File: config.mk
export PLATFORM = sky130hd
export DESIGN_NAME = ultrasonic_echo_range_filter_flat
export DESIGN_NICKNAME = d
export VERILOG_FILES = /design/src/design/uerf_pkg.sv /design/src/design/uerf_in_if.sv /design/src/design/uerf_out_if.sv /design/src/design/uerf_div.sv /design/src/design/ultrasonic_echo_range_filter.sv /design/src/flat_wrapper.sv
export SDC_FILE = /design/constraint.sdc
export NUM_CORES = 1
export LEC_CHECK = 0
export BUFFER_PORTS_ARGS = -buffer_cell sky130_fd_sc_hd__buf_2
export CAP_MARGIN = 20
export CORE_MARGIN = 5
export CORE_UTILIZATION = 67
export CTS_CLUSTER_DIAMETER = 80
export DETAILED_ROUTE_END_ITERATION = 8
export HOLD_SLACK_MARGIN = 0.03
export PLACE_DENSITY = 0.95
export SYNTH_ARGS = -nofsm -noshare
export SYNTH_HDL_FRONTEND = slang
export SYNTH_SLANG_ARGS = --single-unit
File: constraint.sdc
create_clock -name i_clk -period 9.7 [get_ports i_clk]
set_input_delay 1.94 -clock i_clk [delete_from_list [all_inputs] [get_ports i_clk]]
set_output_delay 1.94 -clock i_clk [all_outputs]
set_load 0.03 [all_outputs]
File: src/design/uerf_pkg.sv
// Shared widths, register indexes, reset values and stage types of the echo range filter.
package uerf_pkg;

    localparam int CH_W       = 2;
    localparam int TS_W       = 16;
    localparam int DIST_W     = 11;
    localparam int TH_W       = 10;
    localparam int FL_W       = 4;
    localparam int TP_W       = 17;
    localparam int MASK_W     = 4;
    localparam int CNT_W      = 4;
    localparam int WIDTH_W    = 17;
    localparam int CFG_IDX_W  = 3;
    localparam int CFG_DATA_W = 17;

    localparam logic [CFG_IDX_W-1:0] REG_DROP_TH      = 3'd0;
    localparam logic [CFG_IDX_W-1:0] REG_FRONT_TH     = 3'd1;
    localparam logic [CFG_IDX_W-1:0] REG_FILTER_LEN   = 3'd2;
    localparam logic [CFG_IDX_W-1:0] REG_TIMER_PERIOD = 3'd3;
    localparam logic [CFG_IDX_W-1:0] REG_FRONT_MASK   = 3'd4;

    localparam logic [TH_W-1:0]   RST_DROP_TH      = 10'd15;
    localparam logic [TH_W-1:0]   RST_FRONT_TH     = 10'd40;
    localparam logic [FL_W-1:0]   RST_FILTER_LEN   = 4'd3;
    localparam logic [TP_W-1:0]   RST_TIMER_PERIOD = 17'd60001;
    localparam logic [MASK_W-1:0] RST_FRONT_MASK   = 4'd12;

    localparam logic [DIST_W-1:0] DIST_MAX  = 11'h7FF;
    localparam logic [CNT_W-1:0]  COUNT_MAX = 4'hF;

    typedef struct packed {
        logic [CH_W-1:0] channel;
        logic            measured;
    } t_tag;

endpackage

File: src/design/uerf_in_if.sv
// Echo edge capture channel: valid, ready and the captured edge.
interface uerf_in_if import uerf_pkg::*; ();
    logic            valid;
    logic            ready;
    logic [CH_W-1:0] channel;
    logic [TS_W-1:0] timestamp_us;

    modport source (output valid, output channel, output timestamp_us, input ready);
    modport sink (input valid, input channel, input timestamp_us, output ready);
endinterface

File: src/design/uerf_out_if.sv
// Range result channel: valid, ready and one measurement result.
interface uerf_out_if import uerf_pkg::*; ();
    logic              valid;
    logic              ready;
    logic [CH_W-1:0]   out_channel;
    logic              measured;
    logic [DIST_W-1:0] range_cm;
    logic              alert;

    modport source (output valid, output out_channel, output measured,
                    output range_cm, output alert, input ready);
    modport sink (input valid, input out_channel, input measured,
                  input range_cm, input alert, output ready);
endinterface

File: src/design/uerf_div.sv
// Registered constant divider: echo width to centimetres by reciprocal multiply, saturated.
module uerf_div import uerf_pkg::*; #(
    parameter int DIVISOR = 58
) (
    input  logic                i_clk,
    input  logic                i_en,
    input  logic [WIDTH_W-1:0]  i_dividend,
    output logic [DIST_W-1:0]   o_quotient
);

    localparam int DIV_L  = $clog2(DIVISOR);
    localparam int DIV_S  = WIDTH_W + DIV_L;
    localparam int M_W    = WIDTH_W + 2;
    localparam int PROD_W = WIDTH_W + M_W;
    localparam logic [M_W-1:0] DIV_M =
        M_W'(((64'd1 << DIV_S) + 64'(DIVISOR) - 64'd1) / 64'(DIVISOR));

    logic [PROD_W-1:0] w_prod;
    logic [PROD_W-1:0] w_quot;
    logic [DIST_W-1:0] n_quotient;
    logic [DIST_W-1:0] r_quotient;

    assign w_prod = PROD_W'(i_dividend) * PROD_W'(DIV_M);
    assign w_quot = w_prod >> DIV_S;

    always_comb begin
        if (w_quot > PROD_W'(DIST_MAX)) begin
            n_quotient = DIST_MAX;
        end else begin
            n_quotient = w_quot[DIST_W-1:0];
        end
    end

    always_ff @(posedge i_clk) begin
        if (i_en) begin
            r_quotient <= n_quotient;
        end
    end

    assign o_quotient = r_quotient;

endmodule

File: src/design/ultrasonic_echo_range_filter.sv
// Top level of the ultrasonic echo range filter: edge pairing, distance and hit filtering.
//
// Usage: each transfer on i_echo carries one captured echo edge (channel and
// microsecond timer count). Every transfer yields exactly one result transfer
// on o_range, in order. A channel's edges alternate rising and falling; a
// falling edge reports the echo width divided by US_PER_CM as range_cm,
// with measured set, and alert set while the channel's consecutive hit count
// has reached filter_length. Rising edges and absent channels report zeros.
// Configuration is written through i_cfg_we / i_cfg_index / i_cfg_wdata while
// no transfer is in flight.
// Pipeline: width and wrap correction, reciprocal multiply, then threshold
// compare and hit count, each registered, the last into o_range.
// Throughput: one item per cycle while o_range.ready is high; the three
// registered stages each advance when the stage ahead is empty or moving.
// Reset: synchronous, active low; all channels expect a rising edge, hit
// counts clear, registers take their reset values, the pipeline empties.
// Stall: when o_range.ready is low the result holds, the stages behind it
// fill, and i_echo.ready drops once all three are occupied.
module ultrasonic_echo_range_filter import uerf_pkg::*; #(
    parameter int CHANNELS  = 4,
    parameter int US_PER_CM = 58
) (
    input  logic                  i_clk,
    input  logic                  i_rst_n,
    input  logic                  i_cfg_we,
    input  logic [CFG_IDX_W-1:0]  i_cfg_index,
    input  logic [CFG_DATA_W-1:0] i_cfg_wdata,
    uerf_in_if.sink               i_echo,
    uerf_out_if.source            o_range
);

    logic [TH_W-1:0]   r_drop_th;
    logic [TH_W-1:0]   r_front_th;
    logic [FL_W-1:0]   r_filter_len;
    logic [TP_W-1:0]   r_timer_period;
    logic [MASK_W-1:0] r_front_mask;

    logic              r_phase [CHANNELS];
    logic [TS_W-1:0]   r_prev  [CHANNELS];
    logic [CNT_W-1:0]  r_cnt   [CHANNELS];

    logic              r_v1;
    logic              r_v2;
    logic              r_v3;
    t_tag              r_tag1;
    t_tag              r_tag2;
    logic [WIDTH_W-1:0] r_width1;

    logic [CH_W-1:0]   r_out_channel;
    logic              r_out_measured;
    logic [DIST_W-1:0] r_out_dist;
    logic              r_out_alert;

    logic              w_en1;
    logic              w_en2;
    logic              w_en3;
    logic              w_xfer;

    logic              w_present;
    logic              w_phase;
    logic [TS_W-1:0]   w_prev;
    logic              w_measured;
    logic [TS_W:0]     w_diff;
    logic [TS_W+1:0]   w_wrap_sum;
    logic [WIDTH_W-1:0] n_width1;

    logic [DIST_W-1:0] w_dist;
    logic [CNT_W-1:0]  w_cnt;
    logic              w_front;
    logic              w_hit;
    logic [CNT_W-1:0]  n_cnt;
    logic              n_alert;

    assign w_en3  = !r_v3 || o_range.ready;
    assign w_en2  = !r_v2 || w_en3;
    assign w_en1  = !r_v1 || w_en2;
    assign w_xfer = i_echo.valid && w_en1;

    assign i_echo.ready = w_en1;

    always_ff @(posedge i_clk) begin
        if (!i_rst_n) begin
            r_drop_th      <= RST_DROP_TH;
            r_front_th     <= RST_FRONT_TH;
            r_filter_len   <= RST_FILTER_LEN;
            r_timer_period <= RST_TIMER_PERIOD;
            r_front_mask   <= RST_FRONT_MASK;
        end else if (i_cfg_we) begin
            case (i_cfg_index)
                REG_DROP_TH:      r_drop_th      <= i_cfg_wdata[TH_W-1:0];
                REG_FRONT_TH:     r_front_th     <= i_cfg_wdata[TH_W-1:0];
                REG_FILTER_LEN:   r_filter_len   <= i_cfg_wdata[FL_W-1:0];
                REG_TIMER_PERIOD: r_timer_period <= i_cfg_wdata[TP_W-1:0];
                REG_FRONT_MASK:   r_front_mask   <= i_cfg_wdata[MASK_W-1:0];
                default: ;
            endcase
        end
    end

    always_comb begin
        w_present = 1'b0;
        w_phase   = 1'b0;
        w_prev    = '0;
        for (int c = 0; c < CHANNELS; c++) begin
            if (int'(i_echo.channel) == c) begin
                w_present = 1'b1;
                w_phase   = r_phase[c];
                w_prev    = r_prev[c];
            end
        end
    end

    assign w_measured = w_present && w_phase;
    assign w_diff     = {1'b0, i_echo.timestamp_us} - {1'b0, w_prev};
    assign w_wrap_sum = {2'b00, i_echo.timestamp_us} + {1'b0, r_timer_period};

    always_comb begin
        if (!w_measured) begin
            n_width1 = '0;
        end else if (i_echo.timestamp_us >= w_prev) begin
            n_width1 = WIDTH_W'(w_diff);
        end else if (w_wrap_sum >= {2'b00, w_prev}) begin
            n_width1 = WIDTH_W'(w_wrap_sum - {2'b00, w_prev});
        end else begin
            n_width1 = '0;
        end
    end

    always_ff @(posedge i_clk) begin
        if (!i_rst_n) begin
            for (int c = 0; c < CHANNELS; c++) begin
                r_phase[c] <= 1'b0;
                r_prev[c]  <= '0;
            end
        end else if (w_xfer) begin
            for (int c = 0; c < CHANNELS; c++) begin
                if (int'(i_echo.channel) == c) begin
                    r_phase[c] <= !r_phase[c];
                    r_prev[c]  <= i_echo.timestamp_us;
                end
            end
        end
    end

    always_ff @(posedge i_clk) begin
        if (!i_rst_n) begin
            r_v1 <= 1'b0;
            r_v2 <= 1'b0;
            r_v3 <= 1'b0;
        end else begin
            if (w_en1) begin
                r_v1 <= i_echo.valid;
            end
            if (w_en2) begin
                r_v2 <= r_v1;
            end
            if (w_en3) begin
                r_v3 <= r_v2;
            end
        end
    end

    always_ff @(posedge i_clk) begin
        if (w_en1) begin
            r_tag1.channel  <= i_echo.channel;
            r_tag1.measured <= w_measured;
            r_width1        <= n_width1;
        end
        if (w_en2) begin
            r_tag2 <= r_tag1;
        end
    end

    uerf_div #(
        .DIVISOR (US_PER_CM)
    ) u_div (
        .i_clk      (i_clk),
        .i_en       (w_en2),
        .i_dividend (r_width1),
        .o_quotient (w_dist)
    );

    always_comb begin
        w_cnt = '0;
        for (int c = 0; c < CHANNELS; c++) begin
            if (int'(r_tag2.channel) == c) begin
                w_cnt = r_cnt[c];
            end
        end
    end

    assign w_front = r_front_mask[r_tag2.channel];
    assign w_hit   = w_front ? (w_dist < {1'b0, r_front_th}) : (w_dist > {1'b0, r_drop_th});

    always_comb begin
        if (!w_hit) begin
            n_cnt = '0;
        end else if (w_cnt < COUNT_MAX) begin
            n_cnt = w_cnt + CNT_W'(1);
        end else begin
            n_cnt = w_cnt;
        end
    end

    assign n_alert = r_tag2.measured && w_hit && (n_cnt >= r_filter_len);

    always_ff @(posedge i_clk) begin
        if (!i_rst_n) begin
            for (int c = 0; c < CHANNELS; c++) begin
                r_cnt[c] <= '0;
            end
        end else if (w_en3 && r_v2 && r_tag2.measured) begin
            for (int c = 0; c < CHANNELS; c++) begin
                if (int'(r_tag2.channel) == c) begin
                    r_cnt[c] <= n_cnt;
                end
            end
        end
    end

    always_ff @(posedge i_clk) begin
        if (w_en3) begin
            r_out_channel  <= r_tag2.channel;
            r_out_measured <= r_tag2.measured;
            r_out_dist     <= w_dist;
            r_out_alert    <= n_alert;
        end
    end

    assign o_range.valid       = r_v3;
    assign o_range.out_channel = r_out_channel;
    assign o_range.measured    = r_out_measured;
    assign o_range.range_cm    = r_out_dist;
    assign o_range.alert       = r_out_alert;

    a_xfer_fills_stage1: assert property (@(posedge i_clk) disable iff (!i_rst_n)
        w_xfer |=> r_v1)
        else $error("accepted edge did not enter the first stage");

    a_alert_needs_measure: assert property (@(posedge i_clk) disable iff (!i_rst_n)
        o_range.valid && o_range.alert |-> o_range.measured)
        else $error("alert raised on a result without a measurement");

    a_idle_edge_zero_dist: assert property (@(posedge i_clk) disable iff (!i_rst_n)
        o_range.valid && !o_range.measured |-> o_range.range_cm == '0)
        else $error("nonzero distance on an unmeasured result");

    a_stage2_holds: assert property (@(posedge i_clk) disable iff (!i_rst_n)
        r_v2 && !w_en3 |=> r_v2 && $stable(r_tag2))
        else $error("second stage lost its item under stall");

endmodule
File: src/flat_wrapper.sv
// flat-port wrapper written by rule: the top's interface ports become plain ports
module ultrasonic_echo_range_filter_flat import uerf_pkg::*;
#(
    parameter int CHANNELS  = 4,
    parameter int US_PER_CM = 58
)
  (i_clk, i_rst_n, i_cfg_we, i_cfg_index, i_cfg_wdata, i_echo_valid, i_echo_channel, i_echo_timestamp_us, i_echo_ready, o_range_valid, o_range_out_channel, o_range_measured, o_range_range_cm, o_range_alert, o_range_ready);
  uerf_in_if i_echo_i ();
  uerf_out_if o_range_i ();
  input  logic i_clk;
  input  logic i_rst_n;
  input  logic i_cfg_we;
  input  logic [CFG_IDX_W-1:0] i_cfg_index;
  input  logic [CFG_DATA_W-1:0] i_cfg_wdata;
  input wire logic [$bits(i_echo_i.valid)-1:0] i_echo_valid;
  input wire logic [$bits(i_echo_i.channel)-1:0] i_echo_channel;
  input wire logic [$bits(i_echo_i.timestamp_us)-1:0] i_echo_timestamp_us;
  output wire logic [$bits(i_echo_i.ready)-1:0] i_echo_ready;
  output wire logic [$bits(o_range_i.valid)-1:0] o_range_valid;
  output wire logic [$bits(o_range_i.out_channel)-1:0] o_range_out_channel;
  output wire logic [$bits(o_range_i.measured)-1:0] o_range_measured;
  output wire logic [$bits(o_range_i.range_cm)-1:0] o_range_range_cm;
  output wire logic [$bits(o_range_i.alert)-1:0] o_range_alert;
  input wire logic [$bits(o_range_i.ready)-1:0] o_range_ready;
  assign i_echo_i.valid = i_echo_valid;
  assign i_echo_i.channel = i_echo_channel;
  assign i_echo_i.timestamp_us = i_echo_timestamp_us;
  assign i_echo_ready = i_echo_i.ready;
  assign o_range_valid = o_range_i.valid;
  assign o_range_out_channel = o_range_i.out_channel;
  assign o_range_measured = o_range_i.measured;
  assign o_range_range_cm = o_range_i.range_cm;
  assign o_range_alert = o_range_i.alert;
  assign o_range_i.ready = o_range_ready;
  ultrasonic_echo_range_filter #(.CHANNELS(CHANNELS), .US_PER_CM(US_PER_CM)) u_core (.i_clk(i_clk), .i_rst_n(i_rst_n), .i_cfg_we(i_cfg_we), .i_cfg_index(i_cfg_index), .i_cfg_wdata(i_cfg_wdata), .i_echo(i_echo_i), .o_range(o_range_i));
endmodule
==> results of run 1 <==
==> layer usage <==
layer  wire length (um)  vias to the layer above  track usage (%)
met3               2800                      141             4.92
met2              18400                      556             50.8
met4               1580                        0             11.0
met5                  0                        -                0
li1                   -                     5112                -
met1              14000                     5411             36.7
==> where the power goes <==
part           leakage [nW]  internal (mW)  total, mW  switching [mW]
Sequential             1.78          0.956       1.06           0.108
Clock                 0.277          0.368      0.687           0.319
Combinational          5.54           1.25       3.08            1.83
Total                  7.60           2.58       4.84            2.26
==> cell families after synthesis <==
logic type                 Yosys count  share of synthesized area [%]
and+or+nand+nor                    388                           12.7
adders and majority gates          289                           28.8
AOI/OAI and AO/OA                  248                           11.8
buffers and inverters              238                           6.03
DFF                                181                           33.0
xor gates and xnor gates            58                           3.40
muxes                               37                           4.27
==> final timing paths <==
check,from,end,cells past startpoint
setup / recovery,u_core.r_width1[13],u_core.u_div.o_quotient[7],19
hold / removal,u_core.r_tag1[1],u_core.r_tag2[1],0
setup reg to reg,u_core.r_width1[13],u_core.u_div.o_quotient[7],19
hold reg to reg,u_core.r_tag1[1],u_core.r_tag2[1],0
==> cell type report <==
class,count,area (sq um)
repair buffers,65,348
well taps,280,350
clock buffers,21,450
inverters,210,788
fillers,1354,5790
multi-input cells,1020,9110
flip-flops and latches,181,4920
clock inverters,11,123
==> cells in the final DEF (no fill, tap or decap), types with 6 or more instances in the layout <==
cell                        count
sky130_fd_sc_hd__xnor2_1       31
sky130_fd_sc_hd__fa_1          91
sky130_fd_sc_hd__mux2i_1       13
sky130_fd_sc_hd__a21boi_0      26
sky130_fd_sc_hd__and2_1        66
sky130_fd_sc_hd__nor2_1        84
sky130_fd_sc_hd__nand2_1      109
sky130_fd_sc_hd__o21a_1        15
sky130_fd_sc_hd__inv_1        210
sky130_fd_sc_hd__nor2b_1       15
sky130_fd_sc_hd__o21ai_0       32
sky130_fd_sc_hd__ha_1         198
sky130_fd_sc_hd__nand2b_1      24
sky130_fd_sc_hd__a21oi_1       51
sky130_fd_sc_hd__o211ai_1      10
sky130_fd_sc_hd__a31oi_1        8
sky130_fd_sc_hd__edfxtp_1     130
sky130_fd_sc_hd__a211oi_1       9
sky130_fd_sc_hd__o21ai_1        6
sky130_fd_sc_hd__or3_1          7
sky130_fd_sc_hd__nand3_1       25
sky130_fd_sc_hd__mux4_2        21
sky130_fd_sc_hd__nor3_1        26
sky130_fd_sc_hd__a22oi_2        9
sky130_fd_sc_hd__xor2_1        27
sky130_fd_sc_hd__a21o_1        31
sky130_fd_sc_hd__dfxtp_1       51
sky130_fd_sc_hd__nand4_1       12
sky130_fd_sc_hd__clkbuf_16     17
sky130_fd_sc_hd__buf_2         59
sky130_fd_sc_hd__o21bai_1       7
==> state kept, by name (all words and copies together), names as in the netlist <==
signal	count
u_core.r_prev	64
u_core.r_tag1	3
u_core.r_front_mask	4
u_core.r_filter_len	4
u_core.r_v2	1
u_core.o_range.valid	1
u_core.r_phase	4
u_core.u_div.o_quotient	11
u_core.o_range.out_channel	2
u_core.r_v1	1
u_core.o_range.alert	1
u_core.r_tag2	3
u_core.o_range.measured	1
u_core.r_timer_period	17
u_core.r_drop_th	10
u_core.o_range.range_cm	11
u_core.r_cnt	16
u_core.r_front_th	10
u_core.r_width1	17
==> through the flow <==
stage               setup WS [ns]  cell area (sq um)  total power [mW]  std cells
detailed placement           3.25              15500              4.09       1755
CTS                          3.43              16100              4.82       1787
finish                       3.39              16100              4.84       1788
global placement             3.48              15500              3.91       1755
global route                 3.13              16100              5.32       1788
floorplan                    4.01              14900              3.32       1439
==> results.cfg, run 1 <==
[routing]
detailedRoute.firstPassIterationCount = 8
dr_total_vias = 11220
vias_per_cell = 6.28
detailedRoute.firstIterationViolations = 1115
route.detailed.drc = 1
routed_wire_length_per_instance_um = 20.6
ant_nets = 0
wl_mm = 36.8

[timing]
maxSlewViolCount = 0
worstMarginPinSlew_ns = 1.04
timing.hold.ws_ns = 0.434
min_period_ns = 6.31
hold_viol_final = 0
rsz0062_at_grt = no
relSlewSlack_pct = 30.3
finalSetupViolations = 0
final_worst_clock_skew_ns = 0.0186
fin_crit_sh_pct = 65.0
final.setup.tns_ns = 0
max_freq_mhz = 159

[synth]
netlist_instances = 1439
netlist_top_cells_count = sky130_fd_sc_hd__inv_1, sky130_fd_sc_hd__ha_1, sky130_fd_sc_hd__edfxtp_1, sky130_fd_sc_hd__nand2_1, sky130_fd_sc_hd__fa_1
synth_area_per_cell_sq_um = 10.4
synth_cell_type_count = 65
dominant_cell_by_count_in_the_synthesized_netlist = sky130_fd_sc_hd__inv_1
synth_area_leaders = sky130_fd_sc_hd__edfxtp_1, sky130_fd_sc_hd__ha_1, sky130_fd_sc_hd__fa_1
mappedNetlistNets = 1771
synth.cell_area_sq_um = 14900
synth_edf_count = 130
yosys.area.top_type_share_pct = 26.2
number_of_warnings_printed_during_yosys_synthesis = 0
async_reset_ff_share_pct = 0
ys_seq_area_share_pct = 33.0
number_of_synthesized_register_bits = 181
ys.flop_type = sky130_fd_sc_hd__edfxtp_1
most_area_hungry_cell_type_in_the_yosys_netlist = sky130_fd_sc_hd__edfxtp_1

[die]
fp.dieArea_sq_um = 25400
std_cell_rows = 54
core_area_sq_um = 21900
die_height_um = 159
die-width_um = 159
floorplan.initialDensity_pct = 68.2
io_pins = 60

[critical_path]
worst-path-max-fanout = 10
crit_end_category = flip-flop
timing.setup.critical_path_class = flip-flop to flip-flop
critPathLaunchType = flip-flop
slowest_delay_ns = 0.60
timing.critical_path.max_delay_family = adder cells
crit_path_cell_trace = fa_1 > inv_1 > fa_1 > inv_1 > fa_1 > fa_1 > fa_1 > inv_1 > fa_1 > inv_1 > ha_1 > and4_1 > nand4_1 > a2111oi_0 > o21ai_1 > a21oi_2 > o21a_2 > o211ai_2 > o21bai_1
critical_path.most_common_cell = sky130_fd_sc_hd__fa_1
worst_path_max_delay_cell = sky130_fd_sc_hd__fa_1
ff2ff_setup_slack_ns = 3.39
cp_data_required_time_ns = 9.89
crit_path_buf_inv_count = 4
cp.arrival_ns = 6.49

[min_path]
holdCritPathClass = flip-flop to flip-flop

[placed_design]
io_buffers = 59
final_weighted_congestion_in_routability_driven_placement = 0.965
dp.final_hpwl_mm = 27.6

[cts]
tritoncts = built
cts_setup_buffers = 0
cts.hold.buffers_added = 0
clk_latency_ns = 0.44
clkSlewWorstSetupHoldPaths_ns = 0.08
cts_inserted_buffers = 17
max-clock-path-buffers = 2
post_cts_resized = 0
h-tree-depth = 4
numClockSinks = 181
clock_tree.root_cell = sky130_fd_sc_hd__clkbuf_16

[finish]
num-nets-final = 1827
layout-area-overhead-vs-synth_pct = 7.83
drive_above_1_share_pct = 9.62
diodes = 0
layout.core_utilization_pct = 73.5

[flow_run]
max_cap_viol_count = 0

[status]
failed_checks = DRC
outcome = complete, but fails checks

[global_routing]
grt_pass1_wl_mm = 59.8
pin_count_of_the_biggest_net_entering_global_routing = 62
grt_pass1_vias = 11743
antenna_violations_before_repair = 0
globalRouteTotalUtil_pct = 29.2
grt.overflow.total = 0

[power]
cellLeakagePower_nw = 7.60
power.density_nw_per_um2 = 300
max_rail_drop_vdd_uv = 290
(Power assumes the default switching activity.)
==> run 2: changes to the inputs <==
- ABC_AREA: default -> 1
- CORE_UTILIZATION: 67 -> 58
- PLACE_DENSITY: 0.95 -> 0.9
- clock period: 9.7 -> 5.1 ns (I/O delays scaled with it)
==> results.cfg, run 2 <==
[status]
outcome = complete, but fails checks
failed_checks = setup timing

[routing]
ant_nets = 0
vias_per_cell = 5.80
routed_wire_length_per_instance_um = 18.2
dr_total_vias = 13567
route.detailed.drc = 0
detailedRoute.firstIterationViolations = 1143
wl_mm = 42.5
detailedRoute.firstPassIterationCount = 9

[flow_run]
max_cap_viol_count = 0

[synth]
ys.flop_type = sky130_fd_sc_hd__edfxtp_1
ys_seq_area_share_pct = 31.4
mappedNetlistNets = 2174
yosys.area.top_type_share_pct = 24.9
number_of_synthesized_register_bits = 181
synth.cell_area_sq_um = 15700
number_of_warnings_printed_during_yosys_synthesis = 0
netlist_instances = 1842
synth_cell_type_count = 50
synth_area_leaders = sky130_fd_sc_hd__edfxtp_1, sky130_fd_sc_hd__ha_1, sky130_fd_sc_hd__fa_1
most_area_hungry_cell_type_in_the_yosys_netlist = sky130_fd_sc_hd__edfxtp_1
netlist_top_cells_count = sky130_fd_sc_hd__nand2_1, sky130_fd_sc_hd__inv_1, sky130_fd_sc_hd__ha_1, sky130_fd_sc_hd__nor2_1, sky130_fd_sc_hd__edfxtp_1
synth_area_per_cell_sq_um = 8.51
synth_edf_count = 130
dominant_cell_by_count_in_the_synthesized_netlist = sky130_fd_sc_hd__nand2_1
async_reset_ff_share_pct = 0

[timing]
rsz0062_at_grt = yes
fin_crit_sh_pct = 105
final_worst_clock_skew_ns = 0.0152
max_freq_mhz = 187
hold_viol_final = 0
relSlewSlack_pct = 43.4
final.setup.worst_slack_ns = -0.252
min_period_ns = 5.35
finalSetupViolations = 11
maxSlewViolCount = 0
worstMarginPinSlew_ns = 0.848

[finish]
largest_register_ffs = 64
final_cell_mix = sky130_fd_sc_hd__nand2_1, sky130_fd_sc_hd__inv_1, sky130_fd_sc_hd__ha_1, sky130_fd_sc_hd__nor2_1, sky130_fd_sc_hd__edfxtp_1
largest_registers_ranked_by_flip_flop_count = u_core.r_prev (64), u_core.r_timer_period (17), u_core.r_width1 (17)
layout.core_utilization_pct = 67.2
layout-area-overhead-vs-synth_pct = 14.9
diodes = 0
layout_commonest_cell = sky130_fd_sc_hd__nand2_1
num-nets-final = 2319
most_flops_register = u_core.r_prev
drive_above_1_share_pct = 16.3
final_cells = 2341

[cts]
clkSlewWorstSetupHoldPaths_ns = 0.08
clock_tree.root_cell = sky130_fd_sc_hd__clkbuf_16
cts_inserted_buffers = 17
cts.hold.buffers_added = 0
clk_latency_ns = 0.44
h-tree-depth = 4
numClockSinks = 181
max-clock-path-buffers = 2
tritoncts = built

[critical_path]
worst-path-max-fanout = 5
crit_end_category = flip-flop
critPathLaunchType = flip-flop
cp.arrival_ns = 5.56
cp_data_required_time_ns = 5.31
timing.setup.critical_path_class = flip-flop to flip-flop

[die]
die-width_um = 174
core_area_sq_um = 26800
fp.dieArea_sq_um = 30400
die_height_um = 174
std_cell_rows = 60
floorplan.initialDensity_pct = 58.5
io_pins = 60

[placed_design]
dp.final_hpwl_mm = 32.4
io_buffers = 59
final_weighted_congestion_in_routability_driven_placement = 0.979
dp.cells = 2281

[global_routing]
use_met3_pct = 3.85
grt_use_met2_pct = 49.6
grt_pass1_wl_mm = 68.0
globalRouteTotalUtil_pct = 27.6
grt.overflow.total = 0
pin_count_of_the_biggest_net_entering_global_routing = 56
grt_pass1_vias = 13830
grt_use_met1_pct = 33.5
antenna_violations_before_repair = 0
globalRoute.busiestLayer = met2

[power]
max_rail_drop_vdd_uv = 908
power.density_nw_per_um2 = 649
cellLeakagePower_nw = 9.08

[min_path]
holdCritPathClass = flip-flop to flip-flop
## run 2: what timing repair did
item / CTS / global route
endpoints found under the hold margin: 0 / 0
pin swaps: 38 / 43
gates resized for setup: 52 / 48
setup endpoints to repair: 11 / 11
setup buffers: 18 / 10
## run 2: path summary, 6_finish.rpt
path                            start                         end  slack (ns)  cells after the start
setup / recovery  u_core.r_width1[13]  u_core.u_div.o_quotient[4]       -0.25                     20
hold / removal       u_core.r_tag1[2]            u_core.r_tag2[2]        0.44                      0
setup reg to reg  u_core.r_width1[13]  u_core.u_div.o_quotient[4]       -0.25                     20
hold reg to reg      u_core.r_tag1[2]            u_core.r_tag2[2]        0.44                      0
## run 2: per-layer routing
metal	part of all wire (%)	wire (um)	vias up
met5	0	0	-
met4	4.4	1890	0
met3	6.8	2880	155
met2	51	21600	647
met1	38	16100	6409
li1	-	-	6356
## run 2: worst max-delay path: stages, from the launching register on
cell                       delay (ns)
sky130_fd_sc_hd__edfxtp_1        0.39
sky130_fd_sc_hd__buf_6           0.16
sky130_fd_sc_hd__buf_4           0.14
sky130_fd_sc_hd__ha_4            0.26
sky130_fd_sc_hd__inv_1           0.05
sky130_fd_sc_hd__fa_1            0.52
sky130_fd_sc_hd__inv_1           0.05
sky130_fd_sc_hd__fa_1            0.50
sky130_fd_sc_hd__fa_1            0.48
sky130_fd_sc_hd__fa_1            0.59
sky130_fd_sc_hd__inv_2           0.05
sky130_fd_sc_hd__fa_1            0.53
sky130_fd_sc_hd__inv_1           0.06
sky130_fd_sc_hd__ha_4            0.24
sky130_fd_sc_hd__a21o_1          0.19
sky130_fd_sc_hd__a31oi_1         0.34
sky130_fd_sc_hd__nor2_1          0.09
sky130_fd_sc_hd__nor2_1          0.19
sky130_fd_sc_hd__nand4_1         0.14
sky130_fd_sc_hd__nand2_1         0.09
sky130_fd_sc_hd__nand2_1         0.05
## run 2: cell type report
class	instances	area, sq um
repair buffers	151	1050
clock buffers	18	429
flip-flops and latches	181	4920
multi-input cells	1322	9840
clock inverters	14	160
inverters	314	1190
well taps	341	427
fillers	1944	8780
## run 2: stage by stage
stage | setup slack, ns | power (mW) | area, sq um | hold slack, ns | TNS [ns]
finish | -0.252 | 11.7 | 18000 | 0.436 | -1.90
global route | -0.396 | 12.5 | 18000 | 0.443 | -3.44
CTS | -0.136 | 10.7 | 17700 | 0.444 | -1.39
detailed placement | -0.306 | 8.49 | 16800 | 0.427 | -3.17
global placement | -0.187 | 8.18 | 16800 | 0.406 | -1.68
floorplan | 0.0107 | 6.39 | 15700 | 0.400 | 0
## run 2: report_power, final
part           internal, mW  switching, mW
Clock                 0.657          0.661
Combinational          3.41           5.05
Sequential             1.79          0.125
Total                  5.86           5.83
## run 2: kinds of logic after synthesis
kind of cell    count (synthesis)  synth area share [%]
simple gates                  694                  19.0
buf+inv                       339                  8.41
compound gates                292                  11.1
fa+ha+maj                     289                  27.4
flops                         181                  31.4
xor+xnor                       47                  2.63
==> run 3: changes to the inputs <==
- CORE_UTILIZATION: 58 -> 64
- PLACE_DENSITY: 0.9 -> 0.94
- clock period: 5.1 -> 5.65 ns (I/O delays scaled with it)
==> results.cfg, run 3 (synthesis gave the netlist of run 2 again) <==
[critical_path]
crit_path_cell_trace = buf_4 > ha_1 > inv_1 > fa_1 > inv_1 > fa_1 > fa_1 > fa_1 > inv_1 > fa_1 > inv_1 > ha_4 > a21oi_4 > o21ai_2 > a21oi_2 > nor2_1 > nor2_1 > nand3b_1 > nand2_4 > nand2_1
worst-path-max-fanout = 6
critical_path.most_common_cell = sky130_fd_sc_hd__fa_1
cp_data_required_time_ns = 5.84
timing.setup.critical_path_class = flip-flop to flip-flop
slowest_delay_ns = 0.55
cp.arrival_ns = 5.72
critPathLaunchType = flip-flop
worst_path_max_delay_cell = sky130_fd_sc_hd__fa_1
crit_end_category = flip-flop

[die]
die_height_um = 167
die-width_um = 167
floorplan.initialDensity_pct = 64.6
io_pins = 60
fp.dieArea_sq_um = 27700
core_area_sq_um = 24200
std_cell_rows = 57

[placed_design]
dp.cells = 2219
io_buffers = 59
post_dp_cell_area_sq_um = 16400
final_weighted_congestion_in_routability_driven_placement = 1.02
dp.final_hpwl_mm = 32.7

[routing]
wl_mm = 42.4
ant_nets = 0
route.detailed.drc = 0
routed_wire_length_per_instance_um = 18.8
vias_per_cell = 5.97
dr_total_vias = 13493
detailedRoute.firstIterationViolations = 1409
detailedRoute.firstPassIterationCount = 8

[finish]
most_flops_register = u_core.r_prev
final_cell_mix = sky130_fd_sc_hd__nand2_1, sky130_fd_sc_hd__inv_1, sky130_fd_sc_hd__ha_1, sky130_fd_sc_hd__nor2_1, sky130_fd_sc_hd__edfxtp_1
largest_register_ffs = 64
stdcell_area_sq_um = 17200
largest_registers_ranked_by_flip_flop_count = u_core.r_prev (64), u_core.r_timer_period (17), u_core.r_width1 (17)
fill_cells = 1714
num-nets-final = 2257
final_cells = 2262
layout_commonest_cell = sky130_fd_sc_hd__nand2_1
diodes = 0
drive_above_1_share_pct = 10.8
layout-area-overhead-vs-synth_pct = 9.67

[global_routing]
grt_pass1_wl_mm = 67.7
grt.overflow.total = 0
globalRouteTotalUtil_pct = 30.1
pin_count_of_the_biggest_net_entering_global_routing = 67
antenna_violations_before_repair = 0
grt_pass1_vias = 13427

[cts]
clkSlewWorstSetupHoldPaths_ns = 0.08
clk_latency_ns = 0.45
h-tree-depth = 4
clock_tree.root_cell = sky130_fd_sc_hd__clkbuf_16
tritoncts = built
cts_inserted_buffers = 17
numClockSinks = 181
max-clock-path-buffers = 2
cts.hold.buffers_added = 0

[timing]
max_freq_mhz = 181
rsz0062_at_grt = yes
final_worst_clock_skew_ns = 0.0153
worstMarginPinSlew_ns = 0.895
fin_crit_sh_pct = 97.9
finalSetupViolations = 0
maxSlewViolCount = 0
hold_viol_final = 0
relSlewSlack_pct = 40.3
min_period_ns = 5.53

[power]
power.density_nw_per_um2 = 512
max_rail_drop_vdd_uv = 502
cellLeakagePower_nw = 8.73

[flow_run]
max_cap_viol_count = 0

[min_path]
holdCritPathClass = flip-flop to flip-flop

[status]
outcome = complete, no violations
## run 3: repair_timing
| item | 4_1_cts | 5_1_grt |
|---|---|---|
| setup endpoints to repair | 11 | 11 |
| cloned | 0 | 1 |
| pin swaps | 0 | 13 |
| gates resized for setup | 1 | 36 |
| setup buffers | 0 | 10 |
## run 3: layer usage
| layer | global-route usage (%) | share of wire, % | vias up |
|---|---|---|---|
| met5 | 0 | 0 | - |
| met4 | 12.2 | 4.3 | 0 |
| met3 | 4.76 | 8.3 | 170 |
| met2 | 53.3 | 50 | 759 |
| met1 | 36.9 | 38 | 6325 |
| li1 | - | - | 6239 |
## run 3: area by class of cell
type	instances	area (sq um)	share of cell area, %
clock buffer	17	425	2.47
clock inverter	15	178	1.03
inverter	314	1180	6.88
multi-input combinational	1323	9560	55.6
sequential	181	4920	28.6
tap	324	405	2.36
timing repair buffer	88	520	3.03
## run 3: critical path, delay by kind of cell, from the launching register on
family                   cells  cell delay [ns]
flip-flops                   1             0.49
adder cells (fa/ha/maj)      7             3.23
AO/OA/AOI/OAI                3             0.45
AND/OR/NAND/NOR              5             0.64
buffers and inverters        5             0.44
## run 3: where the power goes
group | switching (mW) | total, mW | internal, mW
sequential | 0.121 | 1.74 | 1.61
combinational | 3.75 | 5.83 | 2.08
clock | 0.610 | 1.25 | 0.636
## run 3: stage by stage
stage	util, %	setup TNS, ns	setup slack [ns]	total power [mW]	hold WS [ns]
after floorplan	-	0	0.351	5.59	0.400
after global placement	67.6	0	0.170	6.67	0.401
after detailed placement	67.6	-0.529	-0.0893	6.98	0.407
after CTS	70.1	0	0.00132	8.25	0.425
after global routing	70.9	-0.814	-0.100	9.59	0.434
final	70.9	0	0.118	8.81	0.426
## run 3: final timing paths
path	startpoint	to	slack, ns	cells past startpoint
worst max-delay path	u_core.r_width1[12]	u_core.u_div.o_quotient[7]	0.12	20
worst min-delay path	u_core.r_tag1[2]	u_core.r_tag2[2]	0.43	0
worst max register to register	u_core.r_width1[12]	u_core.u_div.o_quotient[7]	0.12	20
worst min register to register	u_core.r_tag1[2]	u_core.r_tag2[2]	0.43	0
